**src/rtl/assert_macros.svh**
```systemverilog
// Assertion macros shared by the RTL of the semaphore table.
// Needs a signal named clk in the scope of each use, and rst for KST_ASSERT.
`ifndef ASSERT_MACROS_SVH
`define ASSERT_MACROS_SVH

// Clocked check, off while reset is high.
`define KST_ASSERT(label, prop, msg) \
  label: assert property (@(posedge clk) disable iff (rst) prop) \
    else $error(msg);

// Clocked check that also holds during reset.
`define KST_ASSERT_ALWAYS(label, prop, msg) \
  label: assert property (@(posedge clk) prop) \
    else $error(msg);

`endif

```
**src/rtl/kst_pkg.sv**
```systemverilog
// Package for the keyed semaphore table: field widths, request and status codes.
// No dependencies.
package kst_pkg;

  localparam int DEFAULT_TABLE_DEPTH = 16;

  localparam int REQ_W  = 3;
  localparam int KEY_W  = 32;
  localparam int VAL_W  = 32;
  localparam int STAT_W = 2;
  localparam int RET_W  = 33;

  localparam logic [REQ_W-1:0] REQ_GET    = 3'd0;
  localparam logic [REQ_W-1:0] REQ_READ   = 3'd1;
  localparam logic [REQ_W-1:0] REQ_SET    = 3'd2;
  localparam logic [REQ_W-1:0] REQ_REMOVE = 3'd3;
  localparam logic [REQ_W-1:0] REQ_UPDOWN = 3'd4;

  localparam logic [STAT_W-1:0] ST_OK        = 2'd0;
  localparam logic [STAT_W-1:0] ST_NOT_FOUND = 2'd1;
  localparam logic [STAT_W-1:0] ST_FULL      = 2'd2;

  localparam logic [VAL_W-1:0] CNT_MIN = 32'h8000_0000;
  localparam logic [VAL_W-1:0] CNT_MAX = 32'h7FFF_FFFF;

endpackage

```
**src/rtl/kst_req_if.sv**
```systemverilog
// Request channel of the keyed semaphore table: valid/ready plus request word.
// Depends on kst_pkg.
interface kst_req_if import kst_pkg::*; ();
  logic                    valid;
  logic                    ready;
  logic        [REQ_W-1:0] req_type;
  logic        [KEY_W-1:0] key_or_id;
  logic signed [VAL_W-1:0] set_value;
  logic                    down_request;

  modport source (output valid, req_type, key_or_id, set_value, down_request,
                  input ready);
  modport sink   (input valid, req_type, key_or_id, set_value, down_request,
                  output ready);
endinterface

```
**src/rtl/kst_rsp_if.sv**
```systemverilog
// Response channel of the keyed semaphore table: valid/ready plus result word.
// Depends on kst_pkg.
interface kst_rsp_if import kst_pkg::*; ();
  logic                     valid;
  logic                     ready;
  logic        [STAT_W-1:0] status;
  logic signed [RET_W-1:0]  ret_value;
  logic                     must_block;
  logic                     wake_waiter;

  modport source (output valid, status, ret_value, must_block, wake_waiter,
                  input ready);
  modport sink   (input valid, status, ret_value, must_block, wake_waiter,
                  output ready);
endinterface

```
**src/rtl/keyed_semaphore_table.sv**
```systemverilog
// Keyed semaphore table, top level: sequencer, key/counter memories, result register.
// Depends on kst_pkg, kst_req_if, kst_rsp_if and assert_macros.svh.
//
// A request word is taken only when the table is idle. The key search reads
// one entry per cycle from the key memory through its single registered read
// port and compares the key that it returns, then the ACT step reads the
// counter (or the last entry for a remove) and the EXEC step updates the
// memories and loads the result register. The result word waits in that
// register while the next request is taken; a finished request holds in its
// last step until the register is free. Keys and counters need no clearing
// after reset.
module keyed_semaphore_table import kst_pkg::*; #(
  parameter int TABLE_DEPTH = DEFAULT_TABLE_DEPTH
) (
  input  logic      clk,
  input  logic      rst,
  kst_req_if.sink   req,
  kst_rsp_if.source rsp
);

  `include "assert_macros.svh"

  localparam int IDX_W = (TABLE_DEPTH > 1) ? $clog2(TABLE_DEPTH) : 1;
  localparam int CNT_W = $clog2(TABLE_DEPTH + 1);
  localparam logic [CNT_W-1:0] FULL_COUNT = CNT_W'(TABLE_DEPTH);

  typedef enum logic [3:0] {
    S_IDLE = 4'b0001,
    S_SCAN = 4'b0010,
    S_ACT  = 4'b0100,
    S_EXEC = 4'b1000
  } state_t;

  state_t state, state_next;

  logic [KEY_W-1:0] key_mem [TABLE_DEPTH];
  logic [VAL_W-1:0] cnt_mem [TABLE_DEPTH];
  logic [KEY_W-1:0] key_rd;
  logic [VAL_W-1:0] cnt_rd;

  logic [CNT_W-1:0] entry_count, count_next;
  logic [CNT_W-1:0] scan_idx;
  logic [CNT_W-1:0] last_cnt;
  logic [IDX_W-1:0] last_idx;
  logic [IDX_W-1:0] cmp_idx;
  logic             cmp_vld;
  logic             found;
  logic [IDX_W-1:0] slot;

  logic [REQ_W-1:0] r_type;
  logic [KEY_W-1:0] r_key;
  logic [VAL_W-1:0] r_val;
  logic             r_down;

  logic [IDX_W-1:0] rd_addr;
  logic [IDX_W-1:0] wr_addr;
  logic             wr_key_en, wr_cnt_en;
  logic [KEY_W-1:0] wr_key;
  logic [VAL_W-1:0] wr_cnt;

  logic issue, hit, miss, fire;
  logic [VAL_W-1:0] cnt_upd;

  logic [STAT_W-1:0] res_status;
  logic [RET_W-1:0]  res_ret;
  logic              res_block, res_wake;

  logic              out_valid;
  logic [STAT_W-1:0] out_status;
  logic [RET_W-1:0]  out_ret;
  logic              out_block, out_wake;

  assign last_cnt = entry_count - 1'b1;
  assign last_idx = last_cnt[IDX_W-1:0];

  assign req.ready       = (state == S_IDLE);
  assign rsp.valid       = out_valid;
  assign rsp.status      = out_status;
  assign rsp.ret_value   = out_ret;
  assign rsp.must_block  = out_block;
  assign rsp.wake_waiter = out_wake;

  always_comb begin
    state_next = state;
    rd_addr    = scan_idx[IDX_W-1:0];
    wr_addr    = slot;
    wr_key_en  = 1'b0;
    wr_cnt_en  = 1'b0;
    wr_key     = r_key;
    wr_cnt     = '0;
    count_next = entry_count;
    issue      = 1'b0;
    hit        = 1'b0;
    miss       = 1'b0;
    fire       = 1'b0;
    cnt_upd    = cnt_rd;
    res_status = ST_OK;
    res_ret    = '0;
    res_block  = 1'b0;
    res_wake   = 1'b0;

    unique case (state)
      S_IDLE: begin
        if (req.valid) state_next = S_SCAN;
      end
      S_SCAN: begin
        issue = (scan_idx < entry_count);
        hit   = cmp_vld && (key_rd == r_key);
        miss  = !cmp_vld && !issue;
        if (hit || miss) state_next = S_ACT;
      end
      S_ACT: begin
        rd_addr    = (r_type == REQ_REMOVE) ? last_idx : slot;
        state_next = S_EXEC;
      end
      S_EXEC: begin
        // keep the read port on the same entry while the result register is busy
        rd_addr = (r_type == REQ_REMOVE) ? last_idx : slot;
        if (!out_valid || rsp.ready) begin
          fire       = 1'b1;
          state_next = S_IDLE;
          priority if (r_type == REQ_GET) begin
            if (found) begin
              res_ret = {1'b0, r_key};
            end else if (entry_count == FULL_COUNT) begin
              res_status = ST_FULL;
            end else begin
              wr_addr    = entry_count[IDX_W-1:0];
              wr_key_en  = 1'b1;
              wr_cnt_en  = 1'b1;
              count_next = entry_count + 1'b1;
              res_ret    = {1'b0, r_key};
            end
          end else if (!found || (r_type > REQ_UPDOWN)) begin
            res_status = ST_NOT_FOUND;
          end else begin
            unique case (r_type)
              REQ_READ: res_ret = {cnt_rd[VAL_W-1], cnt_rd};
              REQ_SET: begin
                wr_cnt_en = 1'b1;
                wr_cnt    = r_val;
              end
              REQ_REMOVE: begin
                // last entry fills the freed slot; a no-op when slot is last
                wr_key_en  = 1'b1;
                wr_cnt_en  = 1'b1;
                wr_key     = key_rd;
                wr_cnt     = cnt_rd;
                count_next = last_cnt;
              end
              REQ_UPDOWN: begin
                if (r_down) begin
                  cnt_upd   = (cnt_rd == CNT_MIN) ? cnt_rd : cnt_rd - 1'b1;
                  res_block = cnt_upd[VAL_W-1];
                end else begin
                  cnt_upd  = (cnt_rd == CNT_MAX) ? cnt_rd : cnt_rd + 1'b1;
                  res_wake = cnt_upd[VAL_W-1] || (cnt_upd == '0);
                end
                wr_cnt_en = 1'b1;
                wr_cnt    = cnt_upd;
              end
              default: res_status = ST_NOT_FOUND;
            endcase
          end
        end
      end
      default: state_next = S_IDLE;
    endcase
  end

  always_ff @(posedge clk) begin
    key_rd <= key_mem[rd_addr];
    cnt_rd <= cnt_mem[rd_addr];
    if (wr_key_en) key_mem[wr_addr] <= wr_key;
    if (wr_cnt_en) cnt_mem[wr_addr] <= wr_cnt;
  end

  always_ff @(posedge clk) begin
    if (rst) begin
      state       <= S_IDLE;
      entry_count <= '0;
      scan_idx    <= '0;
      cmp_vld     <= 1'b0;
      out_valid   <= 1'b0;
    end else begin
      state       <= state_next;
      entry_count <= count_next;
      if (state == S_IDLE) begin
        scan_idx <= '0;
        cmp_vld  <= 1'b0;
      end else if (state == S_SCAN) begin
        cmp_vld <= issue;
        if (issue) scan_idx <= scan_idx + 1'b1;
      end
      if (fire) out_valid <= 1'b1;
      else if (rsp.ready) out_valid <= 1'b0;
    end
  end

  always_ff @(posedge clk) begin
    if (req.valid && req.ready) begin
      r_type <= req.req_type;
      r_key  <= req.key_or_id;
      r_val  <= req.set_value;
      r_down <= req.down_request;
    end
    if (state == S_SCAN) begin
      cmp_idx <= scan_idx[IDX_W-1:0];
      if (hit) begin
        found <= 1'b1;
        slot  <= cmp_idx;
      end else if (miss) begin
        found <= 1'b0;
      end
    end
    if (fire) begin
      out_status <= res_status;
      out_ret    <= res_ret;
      out_block  <= res_block;
      out_wake   <= res_wake;
    end
  end

  `KST_ASSERT(a_count_bound, entry_count <= FULL_COUNT, "entry count above depth")
  `KST_ASSERT(a_accept_scan, (req.valid && req.ready) |=> (state == S_SCAN), "accept without search")
  `KST_ASSERT(a_count_change, (!$past(rst) && (entry_count != $past(entry_count))) |-> ($past(state) == S_EXEC), "entry count changed outside update")
  `KST_ASSERT(a_rsp_from_exec, $rose(rsp.valid) |-> ($past(state) == S_EXEC), "result word without update step")

endmodule
```
**src/flat_wrapper.sv**
```systemverilog
// flat-port wrapper written by rule: the top's interface ports become plain ports
module keyed_semaphore_table_flat import kst_pkg::*;
#(
  parameter int TABLE_DEPTH = DEFAULT_TABLE_DEPTH
)
  (clk, rst, req_valid, req_req_type, req_key_or_id, req_set_value, req_down_request, req_ready, rsp_valid, rsp_status, rsp_ret_value, rsp_must_block, rsp_wake_waiter, rsp_ready);
  kst_req_if req_i ();
  kst_rsp_if rsp_i ();
  input  logic clk;
  input  logic rst;
  input wire logic [$bits(req_i.valid)-1:0] req_valid;
  input wire logic [$bits(req_i.req_type)-1:0] req_req_type;
  input wire logic [$bits(req_i.key_or_id)-1:0] req_key_or_id;
  input wire logic [$bits(req_i.set_value)-1:0] req_set_value;
  input wire logic [$bits(req_i.down_request)-1:0] req_down_request;
  output wire logic [$bits(req_i.ready)-1:0] req_ready;
  output wire logic [$bits(rsp_i.valid)-1:0] rsp_valid;
  output wire logic [$bits(rsp_i.status)-1:0] rsp_status;
  output wire logic [$bits(rsp_i.ret_value)-1:0] rsp_ret_value;
  output wire logic [$bits(rsp_i.must_block)-1:0] rsp_must_block;
  output wire logic [$bits(rsp_i.wake_waiter)-1:0] rsp_wake_waiter;
  input wire logic [$bits(rsp_i.ready)-1:0] rsp_ready;
  assign req_i.valid = req_valid;
  assign req_i.req_type = req_req_type;
  assign req_i.key_or_id = req_key_or_id;
  assign req_i.set_value = req_set_value;
  assign req_i.down_request = req_down_request;
  assign req_ready = req_i.ready;
  assign rsp_valid = rsp_i.valid;
  assign rsp_status = rsp_i.status;
  assign rsp_ret_value = rsp_i.ret_value;
  assign rsp_must_block = rsp_i.must_block;
  assign rsp_wake_waiter = rsp_i.wake_waiter;
  assign rsp_i.ready = rsp_ready;
  keyed_semaphore_table #(.TABLE_DEPTH(TABLE_DEPTH)) u_core (.clk(clk), .rst(rst), .req(req_i), .rsp(rsp_i));
endmodule
```
**config.mk**
```make
export PLATFORM = sky130hd
export DESIGN_NAME = keyed_semaphore_table_flat
export DESIGN_NICKNAME = d
export VERILOG_FILES = /design/src/rtl/kst_pkg.sv /design/src/rtl/kst_req_if.sv /design/src/rtl/kst_rsp_if.sv /design/src/rtl/keyed_semaphore_table.sv /design/src/flat_wrapper.sv
export VERILOG_INCLUDE_DIRS = /design/src /design/src/rtl
export SDC_FILE = /design/constraint.sdc
export NUM_CORES = 2
export LEC_CHECK = 0
export BUFFER_PORTS_ARGS = -buffer_cell sky130_fd_sc_hd__clkbuf_2
export CAP_MARGIN = 20
export CORE_MARGIN = 4
export CORE_UTILIZATION = 55
export CTS_CLUSTER_DIAMETER = 120
export CTS_CLUSTER_SIZE = 8
export DETAILED_ROUTE_END_ITERATION = 16
export PLACE_DENSITY_LB_ADDON = 0.12
export SLEW_MARGIN = 5
export SYNTH_ARGS = -nofsm -noshare
export SYNTH_HDL_FRONTEND = slang
export SYNTH_SLANG_ARGS = --single-unit
export TNS_END_PERCENT = 50
```
**constraint.sdc**
```tcl
create_clock -name clk -period 6.1 [get_ports clk]
set_clock_uncertainty 0.1 [all_clocks]
set_input_delay 0.61 -clock clk [delete_from_list [all_inputs] [get_ports clk]]
set_output_delay 0.61 -clock clk [all_outputs]
set_load 0.02 [all_outputs]
```
# Word-level counts from Yosys, hierarchy flattened
# Memory sizes are Yosys's and may differ from the RTL's. A register that Yosys moved wholly into a read port is not among the register bits.
# Index checks and enable logic that the tools add are counted.
# totals
output_inout_bits	39
memories	2
reg_bits	130
inputBits	72
mem_bits_rw	1024
# mem_list
memory	depth	width	rd	rd_clocked_by_memory_dff	wr	line	source
u_core.cnt_mem	16	32	1	1	1	keyed_semaphore_table.sv:37	logic [VAL_W-1:0] cnt_mem [TABLE_DEPTH];
u_core.key_mem	16	32	1	1	1	keyed_semaphore_table.sv:36	logic [KEY_W-1:0] key_mem [TABLE_DEPTH];
# classes
bitwise	4
add_sub_neg	5
n_reduce_logical	28
n_eq_ne	18
order_cmp	2
muxes	63
# ops
cell	n
$mux 32	13
$mux 33	4
$pmux 32 s3	1
$mux 4	10
$add 32x1->32 const B	1
$eq 32x31->1 const B	1
$eq 32x32->1	1
$eq 32x32->1 const B	1
$logic_not 32->1	1
$sub 32x1->32 const B	1
$mux 1	25
$mux 5	5
$pmux 4 s4	1
$reduce_or 6->1	2
$add 5x1->5 const B	2
$mux 2	4
$reduce_and 2->1	4
$eq 3x2->1 const B	2
$ne 2x1->1 const B	3
$ne 2x2->1 const B	3
$reduce_and 6->1	1
$reduce_bool 2->1	3
$eq 5x5->1 const B	1
$lt 5x5->1	1
other kinds (17)	29

# Logic depth before layout (Yosys ltp)
# depth
word_depth	9
ltp_mapped	10
mapped_depth_nobuf	9

# Least setup slack after synthesis
# No wires, ideal clock.
# synth_path
path_kind	register to register
startpoint	register u_core.state[2]
endpoint	memory u_core.key_mem[8][0] (enable)
setup_slack_ps	1759
arrival_ps	3820
period_less_slack_ps	4341
setup_ps	421
path_stages_with_launch	9
n_path_buf	1
cell_sequence	dfxtp_1 buf_2 nor4b_2 nand2_1 inv_1 nand3_1 nor2_1 a21oi_1 nor2_1
# synth_between
elab_chain_len	4
elab_cells_between_ends	5
# synth_rtl
item	line	source
from (decl)	keyed_semaphore_table.sv:34	state_t state, state_next;
from (signal assigned)	keyed_semaphore_table.sv:186	state <= state_next;
$eq 4x4->1 (*)	keyed_semaphore_table.sv:102	unique case (state)
$mux 1	keyed_semaphore_table.sv:102	
$mux 1	keyed_semaphore_table.sv:174	if (wr_key_en) key_mem[wr_addr] <= wr_key;
$mux 1 (implied by the code)	keyed_semaphore_table.sv:174	
to (decl)	keyed_semaphore_table.sv:36	
# Every way passes the cells marked *; elsewhere a longest branch is shown, timed or not.

# Worst setup path in the final report
# layout_path
startpoint	register u_core.state[3]
endpoint	memory u_core.cnt_mem[8][3] (enable)
# layout_between
elab_chain_len	4
elab_cells_between_ends	5
# layout_rtl
item	line	source
$eq 4x4->1 (*)	keyed_semaphore_table.sv:102	
$mux 1	keyed_semaphore_table.sv:102	
$mux 1	keyed_semaphore_table.sv:175	if (wr_cnt_en) cnt_mem[wr_addr] <= wr_cnt;
$mux 1 (implied by the code)	keyed_semaphore_table.sv:175	
to (decl)	keyed_semaphore_table.sv:37	
# Marks and branches as above.

==> flow_metrics.tcl <==
set metrics [dict create \
    synth_area_per_cell_um2 18.6 \
    leakage_nw 18.3 \
    place_hpwl_um 76400 \
    cp_slowest_cell "nor2_4" \
    track_usage_pct 28.2 \
    r2r_slack_ns 2.02 \
    drtIter0Drc 3629 \
    core_um2 88400 \
    setup-tns-final_ns 0 \
    cts_tree "yes" \
    hold_viol_final 0 \
    clk_latency_ns 0.75 \
    power.total_mw 18.5 \
    power.density_nw_per_um2 323 \
    slew_headroom_pct 25.4 \
    grt_pass1_wl_um 190000 \
    ioPinCount 111 \
    slew_violations 0 \
    die-width_um 307 \
    synthTopCellsByArea "edfxtp_1, mux4_2, mux2i_1" \
    nNetsFinal 3015 \
    drt-pass1-iter-count 8 \
    setup_viol 0 \
    synth_area_leader_cell "edfxtp_1" \
    vdd_drop_max_uv 279 \
    dieArea_um2 94000 \
    required_ns 6.38 \
    synth_xor_area_share_pct 1.16 \
    port-buffer-count 110 \
    arrival_ns 4.36 \
    cts_resized 0 \
    synthAdderAreaFrac_pct 0.281 \
    start_util_pct 55.5 \
    clockRootBuffer "clkbuf_16" \
    ys.flop_type "edfxtp_1" \
    cp-start-kind "register" \
    drc 0 \
    synth.area.mux_share_pct 16.1 \
    cp_max_fo 18 \
    synth_top_family_by_area "multiplexers" \
    finalCritPeriodShare_pct 66.9 \
    grt_pass1_vias 27300 \
    worst_slew_pin_slew_ns 1.12 \
    cts_max_path_buffers 3 \
    pre_cts_ws_ns 2.02 \
    ys_ff_latch 1218 \
    postRouteAntennaNets 0 \
    finalWorstSetupSlack_ns 2.02 \
    grt_max_degree 155 \
    syn-cell-area_um2 49000 \
    grt_overflow 0 \
    drive_above_1_share_pct 23.5 \
    cts.sinks 1218 \
    rows 109 \
    async_flop_share_pct 0 \
    synth-edff-count 1138 \
    rsz0062_at_grt "no" \
    antenna_found_initial 3 \
    finalNonFillerCells 4224 \
    synth_compound_area_share_pct 2.98 \
    gp_congestion 0.944 \
    synth_warnings 0 \
    critPathMaxStageDelay_ns 0.65 \
    syn_inst 2641 \
    finalWirelength_um 131000 \
    cap_violations 0 \
    vias 27100 \
    htreeDepth 4 \
    fp.dieH_um 307 \
    clock.fmax_ghz 0.245 \
    cts.reportedPaths.clkPinSlew_ns 0.05 \
    dp_cells 3842 \
    ys_seq_area_share_pct 73.0 \
    status "complete, no violations" \
    ys_types 83 \
    vias_per_cell 6.41 \
    cts_buffers 170 \
    synth_top_area_share_pct 69.7 \
    wire_per_inst_um 31.1 \
    period_needed_ns 4.08 \
    yosys.area_share.simple_pct 5.02 \
    critPathCaptureType "register" \
    synth_fp_nets 2724 \
    crit_chain "nor4b_2 -> nand3_1 -> a21o_1 -> nor2_1 -> a21oi_1 -> nor2_4 -> buf_4" \
    min_path_type "primary input to register" \
    syn2layout_area_growth_pct 16.7 \
    worstSetupPathType "register to register" \
]
==> placed cells by master, fill, tap and decap left out, types with 26 or more instances in the layout <==
cell           count
nor2_1            97
a21oi_1           41
mux4_2           256
a22oi_1           26
clkbuf_16        173
nand4_1           28
dlygate4sd3_1     66
clkbuf_1         111
nand3_1           27
mux2i_1          209
o21ai_0           27
xnor2_1           54
edfxtp_1        1138
nor3_1            30
buf_4             73
clkbuf_2         110
dfxtp_1           80
nand2_1          159
nor2_4            33
==> sequential cells by signal, indices dropped and copies added, names as in the netlist, 2 cells and up <==
signal	count
u_core.cnt_mem	512
u_core.key_mem	512
u_core.rsp.ret_value	33
u_core.cnt_rd	32
u_core.key_rd	32
u_core.r_key	32
u_core.r_val	32
u_core.entry_count	5
u_core.scan_idx	5
u_core.cmp_idx	4
u_core.slot	4
u_core.state	4
u_core.r_type	3
u_core.rsp.status	2
==> per-layer routing <==
layer	GRT usage [%]	vias up	share of wire, %
li1	-	11300	-
met1	41.8	14100	41
met2	43.0	1461	47
met3	6.38	189	9.9
met4	7.71	0	2.1
met5	0	-	0
==> cells by family after synthesis <==
kind of cell | after synthesis
flops | 1218
simple gates | 494
mux | 467
compound gates | 210
buf+inv | 176
xor+xnor | 65
fa+ha+maj | 11
==> worst paths after layout <==
check             cells past startpoint              endpoint              start
hold / removal                        1       u_core.r_key[4]   req_key_or_id[4]
setup / recovery                      7  u_core.cnt_mem[8][3]    u_core.state[3]
setup reg to reg                      7  u_core.cnt_mem[8][3]    u_core.state[3]
hold reg to reg                       0        u_core.slot[1]  u_core.cmp_idx[1]
==> synthesized netlist by cell type, drive strengths merged, types with 22 or more instances <==
library cell	n
a21oi	43
a22oi	26
a31oi	22
buf	65
clkbuf	84
dfxtp	80
edfxtp	1138
inv	27
mux2i	209
mux4	256
nand2	159
nand3	28
nand4	29
nor2	130
nor3	33
nor4	22
o21ai	30
xnor2	54
==> layout make-up <==
cell class / count / area (um^2)
tap: 1165 / 1460
antenna: 1 / 2.50
clock inverter: 13 / 211
multi-input combinational: 1247 / 12800
timing repair buffer: 268 / 2060
clock buffer: 285 / 4760
inverter: 27 / 103
sequential: 1218 / 35800
fill: 5995 / 31200
==> worst max-delay path: cells and delay by family, from the launching register on <==
| kind | cells | cell delay (ns) |
|---|---|---|
| simple gates | 4 | 1.82 |
| compound gates | 2 | 0.89 |
| buf+inv | 1 | 0.46 |
| flops | 1 | 0.41 |
==> what timing repair did <==
item / 4_1_cts / 5_1_grt
setup buffers: 0 / 0
hold buffers: 66 / 0
hold endpoints to repair: 66 / 0
==> power breakdown <==
part	switching [mW]	internal, mW	leakage [nW]	total (mW)
Combinational	0.346	0.187	5.41	0.533
Sequential	0.0814	9.18	10.6	9.26
Clock	3.38	5.31	2.36	8.69
Total	3.81	14.7	18.3	18.5
==> metrics by stage <==
stage / hold slack (ns) / cell area (um^2) / util, %
after detailed placement: 0.314 / 51400 / 58.2
after global placement: 0.301 / 51400 / 58.2
after floorplan: 0.300 / 49000 / -
after global routing: 0.0170 / 57200 / 64.7
after CTS: 0.0121 / 57000 / 64.6
final: 0.0656 / 57200 / 64.7
Note: power is estimated with default switching activity, not from simulation.
